### config.mk
export PLATFORM = sky130hd
export DESIGN_NAME = base64_stream_decoder
export DESIGN_NICKNAME = d
export VERILOG_FILES = /design/src/sv/b64d_pkg.sv /design/src/sv/b64d_in_stage.sv /design/src/sv/b64d_decode.sv /design/src/sv/b64d_out_stage.sv /design/src/sv/base64_stream_decoder.sv
export SDC_FILE = /design/constraint.sdc
export NUM_CORES = 1
export LEC_CHECK = 0
export BUFFER_PORTS_ARGS = -buffer_cell sky130_fd_sc_hd__buf_4
export CAP_MARGIN = 10
export CORE_MARGIN = 10
export CORE_UTILIZATION = 45
export DETAILED_ROUTE_END_ITERATION = 7
export GPL_TIMING_DRIVEN = 0
export SETUP_SLACK_MARGIN = 0.2
export SYNTH_ARGS = -nofsm -noshare
export SYNTH_HDL_FRONTEND = slang
export SYNTH_SLANG_ARGS = --single-unit
### constraint.sdc
create_clock -name clock -period 5.33 [get_ports clock]
set_input_delay 1.066 -clock clock [delete_from_list [all_inputs] [get_ports clock]]
set_output_delay 1.066 -clock clock [all_outputs]
set_load 0.005 [all_outputs]
### src/sv/b64d_pkg.sv
// shared types, constants and the alphabet lookup for the base64 stream decoder
`timescale 1ns / 1ps
`default_nettype none

package b64d_pkg;

   localparam int CHAR_W   = 8;
   localparam int SEXTET_W = 6;
   localparam int PHASE_W  = 2;

   localparam logic [CHAR_W-1:0] CHAR_PAD     = 8'h3D;
   localparam logic [CHAR_W-1:0] CHAR_NEWLINE = 8'h0A;
   localparam logic [CHAR_W-1:0] CHAR_UPPER_A = 8'h41;
   localparam logic [CHAR_W-1:0] CHAR_UPPER_Z = 8'h5A;
   localparam logic [CHAR_W-1:0] CHAR_LOWER_A = 8'h61;
   localparam logic [CHAR_W-1:0] CHAR_LOWER_Z = 8'h7A;
   localparam logic [CHAR_W-1:0] CHAR_DIGIT_0 = 8'h30;
   localparam logic [CHAR_W-1:0] CHAR_DIGIT_9 = 8'h39;
   localparam logic [CHAR_W-1:0] CHAR_PLUS    = 8'h2B;
   localparam logic [CHAR_W-1:0] CHAR_SLASH   = 8'h2F;

   localparam logic [CHAR_W-1:0]   LOWER_BASE = 8'd26;
   localparam logic [CHAR_W-1:0]   DIGIT_BASE = 8'd52;
   localparam logic [SEXTET_W-1:0] PLUS_CODE  = 6'd62;
   localparam logic [SEXTET_W-1:0] SLASH_CODE = 6'd63;

   localparam logic [PHASE_W-1:0] PHASE_EMPTY = 2'd0;
   localparam logic [PHASE_W-1:0] PHASE_ONE   = 2'd1;
   localparam logic [PHASE_W-1:0] PHASE_TWO   = 2'd2;
   localparam logic [PHASE_W-1:0] PHASE_THREE = 2'd3;

   typedef enum logic [1:0] {
      KIND_DATA = 2'd0,
      KIND_DONE = 2'd1,
      KIND_BAD  = 2'd2
   } kind_type;

   typedef struct packed {
      logic              valid;
      logic [CHAR_W-1:0] in_char;
      logic              is_end;
   } item_type;

   typedef struct packed {
      logic              valid;
      logic [CHAR_W-1:0] out_byte;
      kind_type          kind;
   } result_type;

   typedef struct packed {
      logic                invalid;
      logic [SEXTET_W-1:0] value;
   } sextet_type;

   function automatic sextet_type sextet_of(input logic [CHAR_W-1:0] c);
      sextet_type r;
      r.invalid = 1'b0;
      r.value   = '0;
      if (c >= CHAR_UPPER_A && c <= CHAR_UPPER_Z) begin
         r.value = SEXTET_W'(c - CHAR_UPPER_A);
      end else if (c >= CHAR_LOWER_A && c <= CHAR_LOWER_Z) begin
         r.value = SEXTET_W'(c - CHAR_LOWER_A + LOWER_BASE);
      end else if (c >= CHAR_DIGIT_0 && c <= CHAR_DIGIT_9) begin
         r.value = SEXTET_W'(c - CHAR_DIGIT_0 + DIGIT_BASE);
      end else if (c == CHAR_PLUS) begin
         r.value = PLUS_CODE;
      end else if (c == CHAR_SLASH) begin
         r.value = SLASH_CODE;
      end else begin
         r.invalid = 1'b1;
      end
      return r;
   endfunction

endpackage

`default_nettype wire

### src/sv/b64d_in_stage.sv
// input register for incoming character transactions
`timescale 1ns / 1ps
`default_nettype none

module b64d_in_stage (
   input  wire logic                        clock,
   input  wire logic                        reset,
   input  wire logic                        req_tvalid,
   output logic                             req_tready,
   input  wire logic [b64d_pkg::CHAR_W-1:0] req_char,
   input  wire logic                        req_is_end,
   input  wire logic                        advance,
   output b64d_pkg::item_type               item
);

   logic                        valid_ff;
   logic                        valid_in;
   logic [b64d_pkg::CHAR_W-1:0] char_ff;
   logic                        is_end_ff;
   logic                        take;

   assign req_tready = !valid_ff || advance;
   assign take       = req_tvalid && req_tready;

   always_comb begin
      if (take) begin
         valid_in = 1'b1;
      end else if (advance) begin
         valid_in = 1'b0;
      end else begin
         valid_in = valid_ff;
      end
   end

   always_ff @(posedge clock) begin
      if (reset) begin
         valid_ff <= 1'b0;
      end else begin
         valid_ff <= valid_in;
      end
   end

   always_ff @(posedge clock) begin
      if (take) begin
         char_ff   <= req_char;
         is_end_ff <= req_is_end;
      end
   end

   assign item.valid   = valid_ff;
   assign item.in_char = char_ff;
   assign item.is_end  = is_end_ff;

endmodule

`default_nettype wire

### src/sv/b64d_decode.sv
// quartet state, padding checks, byte assembly and end status for one character per cycle while advance is high
`timescale 1ns / 1ps
`default_nettype none

module b64d_decode (
   input  wire logic         clock,
   input  wire logic         reset,
   input  wire logic         csr_wr_en,
   input  wire logic         csr_wr_data,
   input  wire b64d_pkg::item_type item,
   input  wire logic         advance,
   output b64d_pkg::result_type result
);

   logic                          skip_garbage_ff;
   logic [b64d_pkg::PHASE_W-1:0]  phase_ff;
   logic [b64d_pkg::PHASE_W-1:0]  phase_in;
   logic [b64d_pkg::SEXTET_W-1:0] prev_ff;
   logic [b64d_pkg::SEXTET_W-1:0] prev_in;
   logic                          want_pad_ff;
   logic                          want_pad_in;
   logic                          error_ff;
   logic                          error_in;
   b64d_pkg::sextet_type          sx;
   logic                          emit;
   logic [b64d_pkg::CHAR_W-1:0]   byte_val;
   b64d_pkg::kind_type            kind;
   logic                          end_ok;

   assign sx     = b64d_pkg::sextet_of(item.in_char);
   assign end_ok = !error_ff && (phase_ff == b64d_pkg::PHASE_EMPTY) && !want_pad_ff;

   always_comb begin
      phase_in    = phase_ff;
      prev_in     = prev_ff;
      want_pad_in = want_pad_ff;
      error_in    = error_ff;
      emit        = 1'b0;
      byte_val    = '0;
      kind        = b64d_pkg::KIND_DATA;
      if (item.is_end) begin
         emit        = 1'b1;
         kind        = end_ok ? b64d_pkg::KIND_DONE : b64d_pkg::KIND_BAD;
         phase_in    = b64d_pkg::PHASE_EMPTY;
         prev_in     = '0;
         want_pad_in = 1'b0;
         error_in    = 1'b0;
      end else if (error_ff || item.in_char == b64d_pkg::CHAR_NEWLINE) begin
         emit = 1'b0;
      end else if (sx.invalid && item.in_char != b64d_pkg::CHAR_PAD) begin
         if (!skip_garbage_ff) begin
            error_in = 1'b1;
         end
      end else if (item.in_char == b64d_pkg::CHAR_PAD) begin
         if (want_pad_ff) begin
            want_pad_in = 1'b0;
            phase_in    = b64d_pkg::PHASE_EMPTY;
         end else if (phase_ff == b64d_pkg::PHASE_TWO) begin
            want_pad_in = 1'b1;
         end else if (phase_ff == b64d_pkg::PHASE_THREE) begin
            phase_in = b64d_pkg::PHASE_EMPTY;
         end else begin
            error_in = 1'b1;
         end
      end else if (want_pad_ff) begin
         error_in = 1'b1;
      end else begin
         prev_in = sx.value;
         case (phase_ff)
            b64d_pkg::PHASE_EMPTY: begin
               phase_in = b64d_pkg::PHASE_ONE;
            end
            b64d_pkg::PHASE_ONE: begin
               emit     = 1'b1;
               byte_val = {prev_ff, sx.value[5:4]};
               phase_in = b64d_pkg::PHASE_TWO;
            end
            b64d_pkg::PHASE_TWO: begin
               emit     = 1'b1;
               byte_val = {prev_ff[3:0], sx.value[5:2]};
               phase_in = b64d_pkg::PHASE_THREE;
            end
            default: begin
               emit     = 1'b1;
               byte_val = {prev_ff[1:0], sx.value};
               phase_in = b64d_pkg::PHASE_EMPTY;
            end
         endcase
      end
   end

   always_ff @(posedge clock) begin
      if (reset) begin
         skip_garbage_ff <= 1'b0;
      end else if (csr_wr_en) begin
         skip_garbage_ff <= csr_wr_data;
      end
   end

   always_ff @(posedge clock) begin
      if (reset) begin
         phase_ff    <= b64d_pkg::PHASE_EMPTY;
         prev_ff     <= '0;
         want_pad_ff <= 1'b0;
         error_ff    <= 1'b0;
      end else if (advance) begin
         phase_ff    <= phase_in;
         prev_ff     <= prev_in;
         want_pad_ff <= want_pad_in;
         error_ff    <= error_in;
      end
   end

   assign result.valid    = advance && emit;
   assign result.out_byte = byte_val;
   assign result.kind     = kind;

`ifndef SYNTHESIS
   a_pad_only_after_two : assert property (@(posedge clock) disable iff (reset)
      want_pad_ff |-> phase_ff == b64d_pkg::PHASE_TWO)
      else $error("second pad pending outside phase two");

   a_end_clears : assert property (@(posedge clock) disable iff (reset)
      advance && item.is_end |=> phase_ff == b64d_pkg::PHASE_EMPTY && !error_ff && !want_pad_ff)
      else $error("end transaction did not clear stream state");

   a_data_needs_prev : assert property (@(posedge clock) disable iff (reset)
      result.valid && result.kind == b64d_pkg::KIND_DATA
      |-> phase_ff != b64d_pkg::PHASE_EMPTY && !error_ff)
      else $error("data byte without a previous sextet");
`endif

endmodule

`default_nettype wire

### src/sv/b64d_out_stage.sv
// result register for outgoing byte and status transactions
`timescale 1ns / 1ps
`default_nettype none

module b64d_out_stage (
   input  wire logic                        clock,
   input  wire logic                        reset,
   input  wire b64d_pkg::result_type        result,
   output logic                             can_accept,
   output logic                             rsp_tvalid,
   input  wire logic                        rsp_tready,
   output logic [b64d_pkg::CHAR_W-1:0]      rsp_byte,
   output logic [1:0]                       rsp_kind
);

   logic                        valid_ff;
   logic                        valid_in;
   logic [b64d_pkg::CHAR_W-1:0] byte_ff;
   b64d_pkg::kind_type          kind_ff;

   assign can_accept = !valid_ff || rsp_tready;

   always_comb begin
      if (result.valid) begin
         valid_in = 1'b1;
      end else if (rsp_tready) begin
         valid_in = 1'b0;
      end else begin
         valid_in = valid_ff;
      end
   end

   always_ff @(posedge clock) begin
      if (reset) begin
         valid_ff <= 1'b0;
      end else begin
         valid_ff <= valid_in;
      end
   end

   always_ff @(posedge clock) begin
      if (result.valid) begin
         byte_ff <= result.out_byte;
         kind_ff <= result.kind;
      end
   end

   assign rsp_tvalid = valid_ff;
   assign rsp_byte   = byte_ff;
   assign rsp_kind   = kind_ff;

endmodule

`default_nettype wire

### src/sv/base64_stream_decoder.sv
// top level of the base64 stream decoder: input register, decode stage, result register
// throughput: one character per cycle when not stalled, set by the single decode stage
// a stalled result register holds the input stage and then the request side
// reset: synchronous active high, clears quartet state, error flag, skip_garbage and valids
// the user writes skip_garbage through csr_wr_en / csr_wr_data only while the decoder is
// idle; the decoder itself does not enforce this
`timescale 1ns / 1ps
`default_nettype none

module base64_stream_decoder (
   input  wire logic       clock,
   input  wire logic       reset,
   input  wire logic       csr_wr_en,
   input  wire logic       csr_wr_data,  // skip_garbage
   input  wire logic       req_tvalid,
   output logic            req_tready,
   input  wire logic [7:0] req_tdata,    // [7:0] in_char
   input  wire logic [0:0] req_tuser,    // [0] is_end
   output logic            rsp_tvalid,
   input  wire logic       rsp_tready,
   output logic [7:0]      rsp_tdata,    // [7:0] out_byte
   output logic [1:0]      rsp_tuser     // [1:0] result_kind
);

   b64d_pkg::item_type   item;
   b64d_pkg::result_type result;
   logic                 can_accept;
   logic                 advance;

   assign advance = item.valid && can_accept;

   b64d_in_stage u_in_stage (
      .clock      (clock),
      .reset      (reset),
      .req_tvalid (req_tvalid),
      .req_tready (req_tready),
      .req_char   (req_tdata),
      .req_is_end (req_tuser[0]),
      .advance    (advance),
      .item       (item)
   );

   b64d_decode u_decode (
      .clock       (clock),
      .reset       (reset),
      .csr_wr_en   (csr_wr_en),
      .csr_wr_data (csr_wr_data),
      .item        (item),
      .advance     (advance),
      .result      (result)
   );

   b64d_out_stage u_out_stage (
      .clock      (clock),
      .reset      (reset),
      .result     (result),
      .can_accept (can_accept),
      .rsp_tvalid (rsp_tvalid),
      .rsp_tready (rsp_tready),
      .rsp_byte   (rsp_tdata),
      .rsp_kind   (rsp_tuser)
   );

`ifndef SYNTHESIS
   a_stall_means_held : assert property (@(posedge clock) disable iff (reset)
      !req_tready |-> item.valid && rsp_tvalid && !rsp_tready)
      else $error("request side stalled without a held transaction");
`endif

endmodule

`default_nettype wire
* Word-level counts from Yosys, hierarchy flattened
Index checks and enable logic that the tools add are counted.
Widths: inputs -> output; s select.
** Operators by class
- Add/subtract/negate cells :: 5
- Multiply operators :: 0
- Div/mod/pow operators :: 0
- $lt $le $gt $ge :: 6
- Equal/unequal tests :: 19
- Shift operators :: 0
- Muxes and demuxes :: 51
- Bitwise logic cells :: 0
- Reduce and logical (&&, ||, !) cells :: 26
** Operators with widths (count)
- $mux 6 :: 10
- $mux 1 :: 30
- $eq 8x6->1 const B :: 3
- $pmux 8 s3 :: 1
- $mux 2 :: 9
- $ge 8x7->1 const B :: 2
- $le 8x7->1 const B :: 2
- $sub 6x6->6 const B :: 2
- $logic_and 1x1->1 :: 9
- $eq 8x4->1 const B :: 1
- $ge 8x6->1 const B :: 1
- $le 8x6->1 const B :: 1
- $ne 2x2->1 const B :: 4
- $ne 4x2->1 const B :: 2
- $ne 4x3->1 const B :: 2
- $ne 8x6->1 const B :: 1
- $reduce_and 7->1 :: 1
- $add 6x5->6 const B :: 1
- $add 6x6->6 const B :: 1
- $ne 3x3->1 const B :: 2
- $pmux 2 s3 :: 1
- $reduce_and 6->1 :: 1
- $reduce_bool 2->1 :: 3
- $sub 6x1->6 const B :: 1
- 10 further kinds :: 16
** Word-level totals
- Bits in registers :: 32
- Latch bits :: 0
- Bits in writable memories :: 0
- ROM bits :: 0
- Output and inout bits :: 12
- Memories :: 0

* Longest topological paths before layout
Gate-level depths: netlist of run 1.
- Word-level depth :: 12
- Gate-level depth with buffers :: 9
- Depth with buffers taken out :: 8

* By module
A second synthesis of run 1 with hierarchy kept.
** Unflattened totals
- Cell total of the unflattened synthesis :: 213
- Area total of the unflattened synthesis :: 2080.7 µm²
** Modules (own cells, without submodules)
- b64d_decode :: times used 1, cells each 182, area each 1387.6 µm², sequential area each 220.2 µm²
- b64d_out_stage :: times used 1, cells each 14, area each 346.6 µm², sequential area each 320.3 µm²
- b64d_in_stage :: times used 1, cells each 16, area each 340.3 µm², sequential area each 290.3 µm²
- base64_stream_decoder :: times used 1, cells each 1, area each 6.3 µm², sequential area each 0.0 µm²

* Worst setup path after synthesis of run 1
No wires, ideal clock.
- Path type :: flip-flop to flip-flop
- From :: register u_in_stage.char_ff[2] in the netlist's numbering
- To :: register u_out_stage.byte_ff, in the netlist u_out_stage.rsp_byte[0] (enable)
- Setup time :: 0.376 ns
- Arrival :: 2.533 ns
- Required time :: 4.954 ns
- Setup slack :: 2.421 ns
- Cell stages (with the launch flop) :: 10
- Path buffers :: 1
- Period minus slack after synthesis :: 2.909 ns
- Path through :: edfxtp_1 > buf_6 > inv_1 > ha_1 > and3b_1 > a211o_1 > a311o_4 > a211oi_4 > a31oi_1 > nor2_1
** On the way
- Cells in the longest elaborated chain, start to end :: 11
- Elaborated cells on any way between the ends :: 26
- Those cells by class :: 6 x order compare; 5 x eq/ne; 9 x mux; 6 x reduce/logical
** RTL lines
- start, declared :: RTL line b64d_in_stage.sv:18 : logic [b64d_pkg::CHAR_W-1:0] char_ff;
- start signal, assigned :: RTL line b64d_in_stage.sv:45 : char_ff <= req_char;
- parallel branches: the longest is 8 deep, another holds $ge 8x6->1
- $mux 1 (*) :: RTL line b64d_decode.sv:48 : end else if (error_ff || item.in_char == b64d_pkg::CHAR_NEWLINE) begin
- $mux 1 (*) :: RTL line b64d_decode.sv:41 : if (item.is_end) begin
- $logic_and 1x1->1 (*) :: RTL line b64d_decode.sv:114 : assign result.valid = advance && emit;
- end signal, assigned :: RTL line b64d_out_stage.sv:43 : byte_ff <= result.out_byte;
- end, declared :: RTL line b64d_out_stage.sv:18 : logic [b64d_pkg::CHAR_W-1:0] byte_ff;
Every way passes the cells marked *.
A chain may end at the register's enable or synchronous reset.

* Worst setup path after layout of run 1
Ends and elaborated chain as after synthesis.

==> impl_results.md, run 1 <==
* Remaining antenna violation count at 0
* Worst Hold Class: reg -> reg
* Initial antenna violation count at 0
* Share of cells above drive strength 1 at 18.2%
* Post CTS Setup Buffer Count at 0
* CP Data Arrival Time at 3450 ps
* Worst-Margin Slew at 931 ps
* Synth Instances at 209
* Hold-fix buffers at CTS at 0
* Routed via count at 1786
* Crit path time final at roughly 3500 ps
* Outcome: completed
* Multiplexer share of the synthesized area at 1.47%
* Reg2reg setup slack at 1790 ps
* Port Buf Inserts at 25
* Vias in the first global route at 1699
* DR WL/cell at 17.0 um
* Top delay family on crit path: simple AND/OR/NAND/NOR gates
* Min-delay src: u_decode.prev_ff[4]
* Largest family of logic cells by synthesized area: compound AO/OA/AOI/OAI gates
* Synth Flop Type: edfxtp_1
* Synth async-reset ratio at 0%
* Worst path slowest cell: nor2_1
* Cell Area, Synth at 2040 um2
* EDFF count, synth at 19
* Slew HR at approximately 38%
* Starting Density at 46.5%
* Area delta synth->final at 17.9%
* First-pass GRT wire length at 8.58 mm
* HPWL after detailed placement at 3.91 mm
* Chip height at 87.3 um
* GPL Wtd Cong at 0.885
* Largest net degree at the start of global routing at 12
* Number of synthesized register bits at 32
* Worst skew pair latency at around 280 ps
* # clock sinks at 32
* Post-Synth Adder-Cell Area at 7.99%
* CTS root buf: clkbuf_8
* Max-cap violation count at 0
* Required @ worst endpoint at approximately 5300 ps
* Core area at 4380 um2
* Final nets at between 200 and 300
* Final setup fails at 0
* Reg2reg start: u_in_stage.char_ff[2]
* DRC errors left at 0
* Post-CTS sizing at 0
* WS Path Type: reg -> reg
* RSZ-0062 raised after global routing: false
* Largest stage delay on the critical path at 730 ps
* Placed Cells incl. Taps at 286
* Crit path buf inv count at 2
* Peak Freq at 0.283 GHz
* Overflow left after global routing at 0
* DR vias/cell at 6.07
* Min-Delay Path Depth at 1
* CTS tree: done
* VDD IR max at 0.239 mV
* Die area at 7620 um2
* CP max FO at 10
* Diodes inserted at 0
* Cell Pwr Density at 244 nW/um2
* WL final at 4.99 mm
* Crit-path cells: buf_6, inv_1, ha_1, nor2_1, nor4b_1, a21oi_1, a211oi_4, a31oi_1, nor2_1
* H-tree levels at 2
* TritonCTS buffer count at 5
* RR Endpoint: u_out_stage.rsp_byte[0]
* Seq/Total Area, Yosys at 40.8%
* Reg clk slew, reported paths at around 70 ps
* Rows at 24
* GRT Total Usage at between 10 and 15%
* Xor/xnor share of the synthesized area at under 10%
* Synth Area in Simple Gates at 16.9%
* CP Launch Type: register
* Crit share post-route at between 60% and 70%
* Worst r2r path cells at 9
* Clk_skew at 5.48 ps
* Finished Layout Cells at 294
* I/O pin count at 27
* Synth unique cells at 51
* TNS Setup at 0 ps
* Post-Syn Nets at 237
* Pins Over Slew Limit at 0
* Hold path endpoint: u_decode.prev_ff[4]
* Synth Area per Inst at 9.75 um2
* Compound-gate portion of the synthesized area at between 20% and 30%
* Crit end category: register
* Cell mode on critical path: nor2_1
* Die width at between 80 and 90 um
* DRT iter0 DRCs at approximately 260
* TritonRoute pass-1 iters at 4
* Lkg Pwr at approximately 0.92 nW
* Yosys warns at 0
* Maximum clock path buffer count at 2
* Final Hold Vio Count at 0
## state kept, by name, indices dropped and copies added, names as in the netlist
signal / cells
u_in_stage.char_ff: 8
u_out_stage.rsp_byte: 8
u_decode.prev_ff: 6
u_decode.phase_ff: 2
u_out_stage.rsp_kind: 2
u_decode.error_ff: 1
u_decode.skip_garbage_ff: 1
u_decode.want_pad_ff: 1
u_in_stage.is_end_ff: 1
u_in_stage.valid_ff: 1
u_out_stage.rsp_tvalid: 1
## final cells by class
class / instances / area [um2]
fill: 413 / 1980
timing repair buffer: 25 / 188
tap: 52 / 65.1
clock buffer: 5 / 68.8
multi-input combinational: 156 / 1120
sequential: 32 / 831
buffer: 9 / 43.8
clock inverter: 3 / 42.5
inverter: 12 / 45.0
## Yosys cell counts (all sizes together), types with 4 or more instances
master	n	area share, %
clkbuf	6	1.1
a21oi	15	4.2
nor3	5	1.2
nor2	19	3.5
nand3	6	1.7
inv	11	2.0
dfxtp	13	13
edfxtp	19	28
o21ai	12	2.9
a22o	4	1.7
nor2b	4	1.2
ha	13	8.0
nand2	9	1.7
a211oi	8	3.8
a221oi	4	1.7
a31oi	4	1.2
and3	8	2.5
and2	5	1.5
## logic make-up after synthesis
group | count (synthesis)
AOI/OAI and AO/OA | 70
xor gates and xnor gates | 5
adders and majority gates | 13
buffers and inverters | 21
DFF | 32
muxes | 3
and+or+nand+nor | 65
## through the flow
step	total power [mW]	hold WS, ps	instance area [um2]	utilization, %	setup slack [ps]
after CTS	0.594	474	2400	54.8	1850
after global routing	0.620	481	2400	54.8	1560
final	0.587	470	2400	54.8	1790
after floorplan	0.333	434	2040	-	2420
after detailed placement	0.361	452	2290	52.2	1870
after global placement	0.359	449	2290	52.2	1880
## placed cells by master, fill, tap and decap left out, drive strengths merged, types with 2 or more instances in the layout
cell	n
a32oi	2
a21oi	15
a311oi	2
a22o	4
mux2i	3
clkbuf	11
nand2b	2
dfxtp	13
nor2b	4
inv	11
ha	13
a221o	3
nand4	2
xor2	2
a21boi	2
buf	28
nand3	6
and3	8
nor2	19
a31oi	4
nand2	9
o21ai	12
a211oi	8
and2	5
a221oi	4
edfxtp	19
nor3	5
o2bb2ai	3
o21bai	2
a32o	2
clkinv	2
xnor2	3
## per-layer routing
layer,share of wire [%],GRT usage (%),vias up
li1,-,-,856
met1,47,18.8,849
met5,0,0,-
met3,7.5,3.93,7
met4,1.3,5.80,0
met2,45,20.3,74
## worst max path at each step
| stage | slack (ps) | depth (start not counted) | end | startpoint |
|---|---|---|---|---|
| 3_3_place_gp | 1880 | 9 | u_out_stage.rsp_byte[4] | u_in_stage.char_ff[2] |
| 3_5_place_dp | 1870 | 9 | u_out_stage.rsp_byte[4] | u_in_stage.char_ff[2] |
| 6_report | 1790 | 9 | u_out_stage.rsp_byte[0] | u_in_stage.char_ff[2] |
| 5_1_grt | 1560 | 9 | u_out_stage.rsp_byte[7] | u_in_stage.char_ff[2] |
| 2_1_floorplan | 2420 | 9 | u_out_stage.rsp_byte[0] | u_in_stage.char_ff[2] |
| 4_1_cts | 1850 | 9 | u_out_stage.rsp_byte[4] | u_in_stage.char_ff[2] |
## worst reg2reg max path, cell delays in order, from the launching register on
cell and delay (ps):
edfxtp_1 460, buf_6 180, inv_1 130, ha_1 300
nor2_1 70, nor4b_1 530, a21oi_1 270, a211oi_4 380
a31oi_1 130, nor2_1 730
## report_power, final
part	total, mW	leakage [nW]	internal, mW	switching (mW)
Combinational	0.0782	0.576	0.0327	0.0456
Clock	0.231	0.0541	0.138	0.0928
Sequential	0.277	0.287	0.270	0.00708
Total	0.587	0.918	0.441	0.145
No activity file was read; power rests on OpenSTA's default activity.
==> inputs of run 2 (changes only) <==
==> constraint.sdc (replaced) <==
create_clock -name clock -period 3.6 [get_ports clock]
set_input_delay 0.72 -clock clock [delete_from_list [all_inputs] [get_ports clock]]
set_output_delay 0.72 -clock clock [all_outputs]
set_load 0.005 [all_outputs]
==> impl_results.md, run 2 (synthesized netlist as in run 1, its figures left out) <==
* Clk_skew at 6.82 ps (was 5.48 ps)
* Crit end category: register (unchanged)
* H-tree levels at 2 (unchanged)
* CP Launch Type: register (unchanged)
* Vias in the first global route at 1699 (unchanged)
* Worst Hold Class: reg -> reg (unchanged)
* Area delta synth->final at 18.2% (was 17.9%)
* WL final at 5.03 mm (was 4.99 mm)
* TNS Setup at 0 ps (unchanged)
* DR WL/cell at 17.1 um (was 17.0 um)
* Worst-Margin Slew at 786 ps (was 931 ps)
* Post CTS Setup Buffer Count at 0 (unchanged)
* Overflow left after global routing at 0 (unchanged)
* Max-cap violation count at 0 (unchanged)
* Finished Layout Cells at 294 (unchanged)
* DRT iter0 DRCs at 198 (was 258)
* Reg2reg start: u_in_stage.char_ff[2] (unchanged)
* CP max FO at 10 (unchanged)
* Clock power share at 39.4% (about the same)
* CTS root buf: clkbuf_8 (unchanged)
* CTS tree: done (unchanged)
* Comb pwr share at 13.4% (was 13.3%)
* Final Hold Vio Count at 0 (unchanged)
* Port Buf Inserts at 25 (unchanged)
* Worst skew pair latency at 280 ps (about the same)
* Remaining antenna violation count at 0 (unchanged)
* First-pass GRT wire length at 8.58 mm (unchanged)
* CP Data Arrival Time at 3110 ps (was 3450 ps)
* Reg clk slew, reported paths at 70 ps (about the same)
* Largest net degree at the start of global routing at 12 (unchanged)
* Sw Share at 24.9% (was 24.8%)
* I/O pin count at 27 (unchanged)
* Min-delay src: u_decode.prev_ff[4] (unchanged)
* Cell Pwr Density at 362 nW/um2 (was 244 nW/um2)
* Lkg Pwr at 0.918 nW (about the same)
* Chip height at 87.3 um (unchanged)
* P_int at 0.654 mW (was 0.441 mW)
* Met3 usage in global routing at 3.93% (unchanged)
* Hold path endpoint: u_decode.prev_ff[4] (unchanged)
* Seq pwr share at 47.2% (was 47.3%)
* RR Endpoint: u_out_stage.rsp_byte[0] (unchanged)
* Peak Freq at 0.317 GHz (was 0.283 GHz)
* Maximum clock path buffer count at 2 (unchanged)
* Post-CTS sizing at 1 (was 0)
* VDD IR max at 0.353 mV (was 0.239 mV)
* Required @ worst endpoint at 3560 ps (was 5250 ps)
* Slew HR at 47.2% (was 37.7%)
* RSZ-0062 raised after global routing: false (unchanged)
* DR vias/cell at 6.06 (was 6.07)
* Share of cells above drive strength 1 at 18.6% (was 18.2%)
* WS Path Type: reg -> reg (unchanged)
* Initial antenna violation count at 0 (unchanged)
* Die width at 87.3 um (unchanged)
* Routed via count at 1782 (was 1786)
* Commonest non-fill, non-tap cell in the layout: buf_4 (unchanged)
* Core area at 4380 um2 (unchanged)
* # clock sinks at 32 (unchanged)
* Switch Pwr at 0.217 mW (was 0.145 mW)
* Placed Cells incl. Taps at 286 (unchanged)
* Starting Density at 46.5% (unchanged)
* Min-Delay Path Depth at 1 (unchanged)
* Commonest cells after routing, fill and taps aside: 25 x buf_4, 19 x edfxtp_1, 18 x nor2_1 (was 25 x buf_4, 19 x nor2_1, 19 x edfxtp_1)
* GR Layer Usage met1 at 18.8% (unchanged)
* GPL Wtd Cong at 0.885 (unchanged)
* Final setup fails at 0 (unchanged)
* Hold-fix buffers at CTS at 0 (unchanged)
* GRT Total Usage at 14.0% (unchanged)
* HPWL after detailed placement at 3.91 mm (unchanged)
* Rows at 24 (unchanged)
* Pins Over Slew Limit at 0 (unchanged)
* M2 GR Usage at 20.3% (unchanged)
* Fill cell count at 413 (unchanged)
* Reg2reg setup slack at 450 ps (was 1790 ps)
* Crit share post-route at 87.5% (was 66.4%)
* DRC errors left at 0 (unchanged)
* Outcome: completed (unchanged)
* Final nets at 269 (unchanged)
* Diodes inserted at 0 (unchanged)
* TritonRoute pass-1 iters at 4 (unchanged)
* Worst r2r path cells at 9 (unchanged)
* TritonCTS buffer count at 5 (unchanged)
* Die area at 7620 um2 (unchanged)
* Crit path time final at 3150 ps (was 3540 ps)
* Busiest layer in global routing: met2 (unchanged)
==> run 2: cell count changes in the layout (fill, tap and decap cells not counted) <==
| cell | previous run | this run |
|---|---|---|
| nor2_4 | 0 | 1 |
| nor2_1 | 19 | 18 |
==> run 2: cell type report <==
class,instances,area (um2),share of cell area (%)
buffer,9,43.8,1.82
clock buffer,5,68.8,2.86
clock inverter,3,42.5,1.77
inverter,12,45.0,1.87
multi-input combinational,156,1120,46.7
sequential,32,831,34.5
tap,52,65.1,2.70
timing repair buffer,25,188,7.79
==> run 2: worst max-delay path by stage <==
stage	startpoint	endpoint	slack, ps	cells after the start
finish	u_in_stage.char_ff[2]	u_out_stage.rsp_byte[0]	450	9
floorplan	u_in_stage.char_ff[2]	u_out_stage.rsp_byte[0]	690	9
global route	u_in_stage.char_ff[2]	u_out_stage.rsp_byte[7]	240	9
global placement	u_in_stage.char_ff[2]	u_out_stage.rsp_byte[4]	150	9
detailed placement	u_in_stage.char_ff[2]	u_out_stage.rsp_byte[4]	140	9
CTS	u_in_stage.char_ff[2]	u_out_stage.rsp_byte[4]	360	9
==> run 2: worst max-delay path, stage by stage (launching register included) <==
cell      delay, ps
edfxtp_1        460
buf_6           180
inv_1           130
ha_1            300
nor2_1           70
nor4b_1         530
a21oi_1         280
a211oi_4        380
a31oi_1         180
nor2_4          330
==> run 2: per-layer routing <==
| layer | vias to the layer above | wire length, um | part of all wire (%) |
|---|---|---|---|
| met2 | 82 | 2250 | 45 |
| met4 | 0 | 42 | 0.83 |
| li1 | 856 | - | - |
| met3 | 7 | 367 | 7.3 |
| met1 | 837 | 2370 | 47 |
| met5 | - | 0 | 0 |
==> run 2: power groups by stage <==
| stage | clock network [mW] | logic (mW) | registers (mW) |
|---|---|---|---|
| finish | 0.343 | 0.117 | 0.411 |
| CTS | 0.353 | 0.116 | 0.411 |
| floorplan | 0 | 0.0769 | 0.416 |
| global route | 0.377 | 0.130 | 0.412 |
| global placement | 0 | 0.113 | 0.419 |
| detailed placement | 0 | 0.115 | 0.419 |
==> run 2: through the flow <==
stage          total power, mW  util (%)  instance area, um2  worst slack [ps]  hold slack (ps)
3_3_place_gp             0.531      52.2                2290               149              449
5_1_grt                  0.919      54.9                2410               243              481
3_5_place_dp             0.534      52.2                2290               139              452
2_1_floorplan            0.492         -                2040               691              434
6_report                 0.871      54.9                2410               450              470
4_1_cts                  0.880      54.8                2400               363              474
